**config.mk**
```make
export PLATFORM = sky130hd
export DESIGN_NAME = camera_trigger_droplet_sequencer_top_flat
export DESIGN_NICKNAME = d
export VERILOG_FILES = /design/src/ctds_pkg.sv /design/src/ctds_if.sv /design/src/camera_trigger_droplet_sequencer_top.sv /design/src/flat_wrapper.sv
export SDC_FILE = /design/constraint.sdc
export NUM_CORES = 1
export LEC_CHECK = 0
export BUFFER_PORTS_ARGS = -buffer_cell sky130_fd_sc_hd__buf_4
export CAP_MARGIN = 30
export CORE_UTILIZATION = 45
export DETAILED_ROUTE_END_ITERATION = 10
export PLACE_DENSITY_LB_ADDON = 0.12
export SYNTH_ARGS = -nofsm -noshare
export SYNTH_HDL_FRONTEND = slang
export SYNTH_SLANG_ARGS = --single-unit
```
**constraint.sdc**
```tcl
create_clock -name clk -period 12.11 [get_ports clk]
set_clock_uncertainty 0.15 [all_clocks]
set_input_delay 0.6055 -clock clk [delete_from_list [all_inputs] [get_ports clk]]
set_output_delay 0.6055 -clock clk [all_outputs]
set_load 0.02 [all_outputs]
```
**src/ctds_pkg.sv**
```systemverilog
`timescale 1ns / 1ps

package ctds_pkg;

  localparam int unsigned FRAMES_W  = 16;
  localparam int unsigned DIV_W     = 8;
  localparam int unsigned PULSE_W   = 16;
  localparam int unsigned TIMER_W   = 24;
  localparam int unsigned DROPS_W   = 16;
  localparam int unsigned CFG_IDX_W = 3;
  localparam int unsigned CFG_DATA_W = 24;

  typedef enum logic [CFG_IDX_W-1:0] {
    CFG_FRAMES_TOTAL   = 3'd0,
    CFG_TOP_DIVISOR    = 3'd1,
    CFG_PULSE_WIDTH_US = 3'd2,
    CFG_DELAY_US       = 3'd3,
    CFG_HOLDOFF_US     = 3'd4,
    CFG_MANUAL_WAIT_US = 3'd5
  } cfg_reg_t;

  localparam logic [FRAMES_W-1:0] RST_FRAMES_TOTAL   = 16'd100;
  localparam logic [DIV_W-1:0]    RST_TOP_DIVISOR    = 8'd1;
  localparam logic [PULSE_W-1:0]  RST_PULSE_WIDTH_US = 16'd900;
  localparam logic [TIMER_W-1:0]  RST_DELAY_US       = 24'd0;
  localparam logic [TIMER_W-1:0]  RST_HOLDOFF_US     = 24'd2000000;
  localparam logic [TIMER_W-1:0]  RST_MANUAL_WAIT_US = 24'd125000;

  typedef enum logic [2:0] {
    PH_IDLE      = 3'd0,
    PH_DELAY     = 3'd1,
    PH_PULSE     = 3'd2,
    PH_FRAMES    = 3'd3,
    PH_HOLDOFF   = 3'd4,
    PH_MAN_PRE   = 3'd5,
    PH_MAN_PULSE = 3'd6,
    PH_MAN_POST  = 3'd7
  } phase_t;

endpackage

```
**src/ctds_if.sv**
```systemverilog
`timescale 1ns / 1ps

interface ctds_in_if;
  logic valid;
  logic ready;
  logic arm;
  logic sync_edge;
  logic frame_tick;
  logic manual_drop;

  modport source (output valid, arm, sync_edge, frame_tick, manual_drop, input ready);
  modport sink (input valid, arm, sync_edge, frame_tick, manual_drop, output ready);
endinterface

interface ctds_out_if;
  import ctds_pkg::*;
  logic               valid;
  logic               ready;
  logic               side_strobe;
  logic               top_strobe;
  logic               piezo_positive;
  logic               busy_res;
  logic [DROPS_W-1:0] drops_made;
  logic               sequence_done;

  modport source (output valid, side_strobe, top_strobe, piezo_positive, busy_res,
                  drops_made, sequence_done, input ready);
  modport sink (input valid, side_strobe, top_strobe, piezo_positive, busy_res,
                drops_made, sequence_done, output ready);
endinterface

```
**src/camera_trigger_droplet_sequencer_top.sv**
```systemverilog
`timescale 1ns / 1ps

// Droplet camera trigger sequencer. Each input transaction is one microsecond
// tick and yields exactly one result transaction. An item is taken every
// cycle: the tick is evaluated in one pass of logic against the sequence
// state and the result lands in the output register, so the only stall is a
// full output register that the sink has not yet taken. Configuration
// registers are written through cfg_we/cfg_index/cfg_data; unknown indexes
// are ignored.
module camera_trigger_droplet_sequencer_top (
  input  logic                             clk,
  input  logic                             rst_n,
  ctds_in_if.sink                          in_chan,
  ctds_out_if.source                       out_chan,
  input  logic                             cfg_we,
  input  logic [ctds_pkg::CFG_IDX_W-1:0]   cfg_index,
  input  logic [ctds_pkg::CFG_DATA_W-1:0]  cfg_data
);
  import ctds_pkg::*;

  logic [FRAMES_W-1:0] frames_total_r;
  logic [DIV_W-1:0]    top_divisor_r;
  logic [PULSE_W-1:0]  pulse_width_r;
  logic [TIMER_W-1:0]  delay_r;
  logic [TIMER_W-1:0]  holdoff_r;
  logic [TIMER_W-1:0]  manual_wait_r;

  phase_t              phase_r, phase_nxt;
  logic                armed_r, armed_nxt;
  logic                strobing_r, strobing_nxt;
  logic [FRAMES_W-1:0] frame_count_r, frame_count_nxt;
  logic [DIV_W-1:0]    top_phase_r, top_phase_nxt;
  logic [TIMER_W-1:0]  wait_timer_r, wait_timer_nxt;
  logic [DROPS_W-1:0]  drop_total_r, drop_total_nxt;

  logic                side_nxt, top_nxt, piezo_nxt, done_nxt;
  logic                out_valid_r;
  logic                side_r, top_r, piezo_r, busy_r, done_r;
  logic                accept;
  logic [DIV_W-1:0]    div_eff;
  logic [DIV_W:0]      top_sum;
  logic [FRAMES_W:0]   count_plus;

  assign in_chan.ready = !out_valid_r || out_chan.ready;
  assign accept        = in_chan.valid && in_chan.ready;

  // configuration registers
  always_ff @(posedge clk) begin
    if (!rst_n) begin
      frames_total_r <= RST_FRAMES_TOTAL;
      top_divisor_r  <= RST_TOP_DIVISOR;
      pulse_width_r  <= RST_PULSE_WIDTH_US;
      delay_r        <= RST_DELAY_US;
      holdoff_r      <= RST_HOLDOFF_US;
      manual_wait_r  <= RST_MANUAL_WAIT_US;
    end else if (cfg_we) begin
      case (cfg_index)
        CFG_FRAMES_TOTAL:   frames_total_r <= cfg_data[FRAMES_W-1:0];
        CFG_TOP_DIVISOR:    top_divisor_r  <= cfg_data[DIV_W-1:0];
        CFG_PULSE_WIDTH_US: pulse_width_r  <= cfg_data[PULSE_W-1:0];
        CFG_DELAY_US:       delay_r        <= cfg_data[TIMER_W-1:0];
        CFG_HOLDOFF_US:     holdoff_r      <= cfg_data[TIMER_W-1:0];
        CFG_MANUAL_WAIT_US: manual_wait_r  <= cfg_data[TIMER_W-1:0];
        default: ;
      endcase
    end
  end

  assign div_eff = (top_divisor_r == '0) ? DIV_W'(1) : top_divisor_r;

  always_comb begin
    armed_nxt       = armed_r || in_chan.arm;
    strobing_nxt    = strobing_r;
    frame_count_nxt = frame_count_r;
    top_phase_nxt   = top_phase_r;
    wait_timer_nxt  = wait_timer_r;
    drop_total_nxt  = drop_total_r;
    phase_nxt       = phase_r;
    side_nxt        = 1'b0;
    top_nxt         = 1'b0;
    piezo_nxt       = 1'b0;
    done_nxt        = 1'b0;
    top_sum         = {1'b0, top_phase_r} + (DIV_W+1)'(1);

    // frame strobes use the strobing flag from the start of the tick
    if (strobing_r && in_chan.frame_tick) begin
      side_nxt        = 1'b1;
      top_nxt         = (frame_count_r == '0) || (top_phase_r == '0);
      frame_count_nxt = frame_count_r + FRAMES_W'(1);
      top_phase_nxt   = (top_sum >= {1'b0, div_eff}) ? '0 : top_sum[DIV_W-1:0];
    end

    count_plus = {1'b0, frame_count_nxt} + (FRAMES_W+1)'(1);

    case (phase_r)
      PH_IDLE: begin
        if (in_chan.sync_edge && armed_nxt) begin
          strobing_nxt   = 1'b1;
          phase_nxt      = PH_DELAY;
          wait_timer_nxt = delay_r;
        end else if (in_chan.manual_drop) begin
          phase_nxt      = PH_MAN_PRE;
          wait_timer_nxt = manual_wait_r;
        end
      end
      PH_DELAY: begin
        if (wait_timer_r == '0) begin
          phase_nxt      = PH_PULSE;
          wait_timer_nxt = TIMER_W'(pulse_width_r);
        end else begin
          wait_timer_nxt = wait_timer_r - TIMER_W'(1);
        end
      end
      PH_PULSE: begin
        if (wait_timer_r == '0) begin
          phase_nxt = PH_FRAMES;
        end else begin
          piezo_nxt      = 1'b1;
          wait_timer_nxt = wait_timer_r - TIMER_W'(1);
        end
      end
      PH_FRAMES: begin
        if (count_plus >= {1'b0, frames_total_r}) begin
          strobing_nxt    = 1'b0;
          armed_nxt       = 1'b0;
          frame_count_nxt = '0;
          top_phase_nxt   = '0;
          drop_total_nxt  = drop_total_r + DROPS_W'(1);
          done_nxt        = 1'b1;
          phase_nxt       = PH_HOLDOFF;
          wait_timer_nxt  = holdoff_r;
        end
      end
      PH_MAN_PRE: begin
        if (wait_timer_r == '0) begin
          phase_nxt      = PH_MAN_PULSE;
          wait_timer_nxt = TIMER_W'(pulse_width_r);
        end else begin
          wait_timer_nxt = wait_timer_r - TIMER_W'(1);
        end
      end
      PH_MAN_PULSE: begin
        if (wait_timer_r == '0) begin
          drop_total_nxt = drop_total_r + DROPS_W'(1);
          phase_nxt      = PH_MAN_POST;
          wait_timer_nxt = manual_wait_r;
        end else begin
          piezo_nxt      = 1'b1;
          wait_timer_nxt = wait_timer_r - TIMER_W'(1);
        end
      end
      default: begin
        // holdoff and post-drop wait both return to idle
        if (wait_timer_r == '0) begin
          phase_nxt = PH_IDLE;
        end else begin
          wait_timer_nxt = wait_timer_r - TIMER_W'(1);
        end
      end
    endcase
  end

  // sequence state
  always_ff @(posedge clk) begin
    if (!rst_n) begin
      phase_r       <= PH_IDLE;
      armed_r       <= 1'b0;
      strobing_r    <= 1'b0;
      frame_count_r <= '0;
      top_phase_r   <= '0;
      wait_timer_r  <= '0;
      drop_total_r  <= '0;
    end else if (accept) begin
      phase_r       <= phase_nxt;
      armed_r       <= armed_nxt;
      strobing_r    <= strobing_nxt;
      frame_count_r <= frame_count_nxt;
      top_phase_r   <= top_phase_nxt;
      wait_timer_r  <= wait_timer_nxt;
      drop_total_r  <= drop_total_nxt;
    end
  end

  // output register
  always_ff @(posedge clk) begin
    if (!rst_n) begin
      out_valid_r <= 1'b0;
    end else if (accept) begin
      out_valid_r <= 1'b1;
    end else if (out_chan.ready) begin
      out_valid_r <= 1'b0;
    end
  end

  always_ff @(posedge clk) begin
    if (accept) begin
      side_r  <= side_nxt;
      top_r   <= top_nxt;
      piezo_r <= piezo_nxt;
      busy_r  <= (phase_nxt != PH_IDLE);
      done_r  <= done_nxt;
    end
  end

  assign out_chan.valid          = out_valid_r;
  assign out_chan.side_strobe    = side_r;
  assign out_chan.top_strobe     = top_r;
  assign out_chan.piezo_positive = piezo_r;
  assign out_chan.busy_res       = busy_r;
  assign out_chan.drops_made     = drop_total_r;
  assign out_chan.sequence_done  = done_r;

endmodule
```
**src/flat_wrapper.sv**
```systemverilog
// flat-port wrapper written by rule: the top's interface ports become plain ports
module camera_trigger_droplet_sequencer_top_flat import ctds_pkg::*;
  (clk, rst_n, cfg_we, cfg_index, cfg_data, in_chan_valid, in_chan_arm, in_chan_sync_edge, in_chan_frame_tick, in_chan_manual_drop, in_chan_ready, out_chan_valid, out_chan_side_strobe, out_chan_top_strobe, out_chan_piezo_positive, out_chan_busy_res, out_chan_drops_made, out_chan_sequence_done, out_chan_ready);
  ctds_in_if in_chan_i ();
  ctds_out_if out_chan_i ();
  input  logic clk;
  input  logic rst_n;
  input  logic cfg_we;
  input  logic [ctds_pkg::CFG_IDX_W-1:0] cfg_index;
  input  logic [ctds_pkg::CFG_DATA_W-1:0] cfg_data;
  input wire logic [$bits(in_chan_i.valid)-1:0] in_chan_valid;
  input wire logic [$bits(in_chan_i.arm)-1:0] in_chan_arm;
  input wire logic [$bits(in_chan_i.sync_edge)-1:0] in_chan_sync_edge;
  input wire logic [$bits(in_chan_i.frame_tick)-1:0] in_chan_frame_tick;
  input wire logic [$bits(in_chan_i.manual_drop)-1:0] in_chan_manual_drop;
  output wire logic [$bits(in_chan_i.ready)-1:0] in_chan_ready;
  output wire logic [$bits(out_chan_i.valid)-1:0] out_chan_valid;
  output wire logic [$bits(out_chan_i.side_strobe)-1:0] out_chan_side_strobe;
  output wire logic [$bits(out_chan_i.top_strobe)-1:0] out_chan_top_strobe;
  output wire logic [$bits(out_chan_i.piezo_positive)-1:0] out_chan_piezo_positive;
  output wire logic [$bits(out_chan_i.busy_res)-1:0] out_chan_busy_res;
  output wire logic [$bits(out_chan_i.drops_made)-1:0] out_chan_drops_made;
  output wire logic [$bits(out_chan_i.sequence_done)-1:0] out_chan_sequence_done;
  input wire logic [$bits(out_chan_i.ready)-1:0] out_chan_ready;
  assign in_chan_i.valid = in_chan_valid;
  assign in_chan_i.arm = in_chan_arm;
  assign in_chan_i.sync_edge = in_chan_sync_edge;
  assign in_chan_i.frame_tick = in_chan_frame_tick;
  assign in_chan_i.manual_drop = in_chan_manual_drop;
  assign in_chan_ready = in_chan_i.ready;
  assign out_chan_valid = out_chan_i.valid;
  assign out_chan_side_strobe = out_chan_i.side_strobe;
  assign out_chan_top_strobe = out_chan_i.top_strobe;
  assign out_chan_piezo_positive = out_chan_i.piezo_positive;
  assign out_chan_busy_res = out_chan_i.busy_res;
  assign out_chan_drops_made = out_chan_i.drops_made;
  assign out_chan_sequence_done = out_chan_i.sequence_done;
  assign out_chan_i.ready = out_chan_ready;
  camera_trigger_droplet_sequencer_top u_core (.clk(clk), .rst_n(rst_n), .in_chan(in_chan_i), .out_chan(out_chan_i), .cfg_we(cfg_we), .cfg_index(cfg_index), .cfg_data(cfg_data));
endmodule
```
==> flow_metrics.py <==
metrics = {
    "status": {
        "status": "complete, no violations",
    },
    "clocking": {
        "cts_tree": "done",
        "post_cts_buffers": 0,
        "cts_resized": 0,
        "path_clk_slew_ns": 0.08,
        "holdBufCountCts": 0,
        "worstSkewPairLatency_ns": 0.44,
        "clock_sinks": 187,
        "cts-root-buf": "clkbuf_16",
        "cts.path.max_buffers": 2,
        "cts_buffers": 17,
        "cts_max_level": 4,
    },
    "sta": {
        "fmaxAchievable_ghz": 0.185,
        "tns_ns": 0,
        "finalMaxSlewViolations": 0,
        "worst_pin_slew_ns": 0.978,
        "fin_ws_ns": 6.72,
        "finalSetupViolCount": 0,
        "finalHoldViolCount": 0,
        "fin_crit_ns": 5.39,
        "timing.final.crit_share_pct": 44.5,
        "rsz0062_at_grt": "no",
        "slew_headroom_pct": 34.8,
    },
    "detailed_routing": {
        "drc": 0,
        "vias": 9556,
        "routed_wl_um": 28500,
        "drt_iter0_markers": 805,
        "viasPerCell": 5.83,
        "drt_pass1_iterations": 5,
        "wl_per_cell_um": 17.4,
        "ant_nets": 0,
    },
    "place": {
        "place_ws_ns": 6.64,
        "dp_hpwl_um": 18700,
        "gp_congestion": 0.912,
        "numPortBuffers": 58,
    },
    "logic_synthesis": {
        "syn_nets": 1405,
        "ys.warnings.count": 0,
        "syn-cell-area_mm2": 0.0102,
        "yosys_register_bits": 187,
        "synth_top_family_by_area": "simple AND/OR/NAND/NOR gates",
        "async_flop_share_pct": 0,
        "muxShareOfSynthArea_pct": 2.05,
        "avgSynthCellArea_um2": 7.66,
        "yosys.area.top_type_share_pct": 35.6,
        "synth_edf_count": 5,
        "synth_fa_ha_area_share_pct": 3.79,
        "ys_seq_area_share_pct": 37.0,
        "synthTopCellsByArea": "dfxtp_1 (36%), nand2_1 (11%), a21oi_1 (7.3%), ha_1 (3.8%), o21ai_0 (3.0%)",
        "yosysUniqueCellTypes": 75,
        "synth_area_leader_cell": "dfxtp_1",
        "synth_xor_area_share_pct": 2.91,
        "synth_simple_gate_area_share_pct": 25.7,
        "synth_compound_area_share_pct": 23.0,
        "ys.flop_type": "dfxtp_1",
        "syn_inst": 1338,
    },
    "power": {
        "p_leak_nw": 4.14,
        "cellPowerDensity_mw_per_mm2": 139,
        "vdd_drop_max_mv": 0.0851,
    },
    "floorplan": {
        "dieArea_mm2": 0.0234,
        "start_util_pct": 46.4,
        "core_mm2": 0.0221,
        "num_rows": 54,
        "die_h_um": 153,
        "chipWidth_um": 153,
        "ios": 59,
    },
    "grt": {
        "antenna_found_initial": 0,
        "busiest_layer": "met2",
        "met3_usage_pct": 3.88,
        "grt_util_met2_pct": 38.0,
        "grt-ovfl-total": 0,
        "met1_usage_pct": 34.8,
        "grt_pass1_vias": 8758,
        "grt_pass1_wl_um": 46600,
        "gr-usage-all-layers_pct": 24.5,
        "grt_max_degree": 89,
    },
    "critical_path": {
        "cp.arrival_ns": 5.59,
        "crit_path_start_kind": "flop",
        "cp_common_cell": "ha_1",
        "reg2reg_to": "u_core.frame_count_r[10]$_SDFFE_PN0P_",
        "critPathRequiredTime_ns": 12.31,
        "timing.rr.start": "u_core.frame_count_r[1]$_SDFFE_PN0P_",
        "reg2reg_depth": 16,
        "r2r_slack_ns": 6.72,
        "timing_worst_setup_path_type": "reg -> reg",
        "startpoint": "u_core.frame_count_r[1]$_SDFFE_PN0P_",
        "path_max_fanout": 51,
        "cpPeakStageDelay_ns": 0.60,
        "endpoint_kind": "flop",
        "slowest_stage": "buf_4",
        "crit_chain": "ha_1 > inv_1 > nor3_1 > o221ai_1 > nor4_1 > nand3_1 > a21boi_0 > xor2_1 > ha_1 > a21o_1 > a21oi_1 > o21ai_0 > a211oi_4 > buf_4 > o21ai_1 > o32ai_1",
    },
    "flow_run": {
        "max-cap-violations": 0,
    },
    "final_layout": {
        "drive_gt1_share_pct": 10.7,
        "diodes": 0,
        "syn2layout_area_growth_pct": 11.9,
        "nNetsFinal": 1413,
    },
    "hold_path": {
        "hold_end": "u_core.manual_wait_r[16]$_SDFFE_PN1P_",
        "hold_class": "in -> reg",
        "whs_path_depth": 3,
        "hold_start": "cfg_data[16]",
    },
}
==> routing by layer <==
metal | wire [µm] | part of all wire [%]
met1 | 13900 | 49
met2 | 12600 | 44
met3 | 1510 | 5.3
met4 | 527 | 1.9
met5 | 0 | 0
==> registers in the layout, summed over array words and instances (netlist names), 16 cells and up <==
signal,count
u_core.delay_r,24
u_core.holdoff_r,24
u_core.manual_wait_r,24
u_core.wait_timer_r,24
u_core.frame_count_r,16
u_core.frames_total_r,16
u_core.out_chan.drops_made,16
u_core.pulse_width_r,16
==> through the flow <==
step	cells	utilization, %	cell area [µm²]	hold slack, ns	power, mW
2_1_floorplan	1338	-	10200	0.286	0.929
3_3_place_gp	1605	49.0	10800	0.292	1.03
3_5_place_dp	1607	49.2	10900	0.296	1.03
4_1_cts	1639	51.9	11500	0.226	1.61
5_1_grt	1639	51.9	11500	0.247	1.67
6_report	1639	51.9	11500	0.237	1.60
==> layout make-up <==
type	instances	area, µm²
Clock inverter	14	171
Fill cell	2150	10600
Inverter	50	189
Sequential cell	187	3790
Clock buffer	18	429
Multi-Input combinational cell	1011	5910
Timing Repair Buffer	79	617
Tap cell	280	350
==> synth_stat cells (5+ instances only) <==
library cell and number:
a21boi_0 7, a21o_1 5, a21oi_1 149, a221o_1 14
a222oi_1 8, a22o_1 16, a32o_1 6, and3_1 8
and4_1 5, buf_2 13, clkbuf_1 68, dfxtp_1 182
edfxtp_1 5, ha_1 31, inv_1 48, mux2i_1 21
nand2_1 312, nand2b_1 25, nand3_1 53, nand4_1 24
nor2_1 52, nor2b_1 11, nor3_1 24, nor4_1 20
o2111ai_1 8, o211ai_1 7, o21ai_0 62, o22ai_1 16
o31a_1 5, o32ai_1 7, or3_1 5, xnor2_1 21
xor2_1 13
==> cell families (layout without fill, tap and decap cells) <==
logic type	Yosys count	in the layout
buffers and inverters	140	161
DFF	187	187
xor gates and xnor gates	34	34
AOI/OAI and AO/OA	357	357
and+or+nand+nor	568	568
adders and majority gates	31	31
muxes	21	21
==> worst max-delay path: cells and delay by family (launching register included) <==
| kind | cells | cell delay, ns |
|---|---|---|
| AOI/OAI and AO/OA | 8 | 2.00 |
| xor gates and xnor gates | 1 | 0.11 |
| adders and majority gates | 2 | 0.73 |
| buffers and inverters | 2 | 0.71 |
| DFF | 1 | 0.49 |
| and+or+nand+nor | 3 | 1.10 |
==> how the worst max path moves through the flow <==
stage	to	slack, ns	cells past startpoint
floorplan	u_core.wait_timer_r[18]$_SDFFE_PN0P_	7.47	17
global placement	u_core.frame_count_r[13]$_SDFFE_PN0P_	6.80	17
detailed placement	u_core.frame_count_r[10]$_SDFFE_PN0P_	6.64	17
CTS	u_core.frame_count_r[10]$_SDFFE_PN0P_	6.73	15
global route	u_core.frame_count_r[13]$_SDFFE_PN0P_	6.18	16
finish	u_core.frame_count_r[10]$_SDFFE_PN0P_	6.72	16
==> report_power, final <==
group	internal [mW]	switching, mW	total [mW]	leakage, nW
combinational	0.118	0.236	0.354	2.32
sequential	0.641	0.0264	0.668	1.52
clock	0.296	0.280	0.577	0.288
==> placed cells by master (no fill, tap or decap), types with 21 or more instances in the layout <==
master / count
nand3_1: 53
nand4_1: 24
o21ai_0: 62
a21oi_1: 149
inv_1: 47
mux2i_1: 21
nor2_1: 50
nand2b_1: 25
buf_4: 77
dfxtp_1: 182
ha_1: 31
nor3_1: 23
xnor2_1: 21
nand2_1: 312
Power figures use the tool's default switching activity.
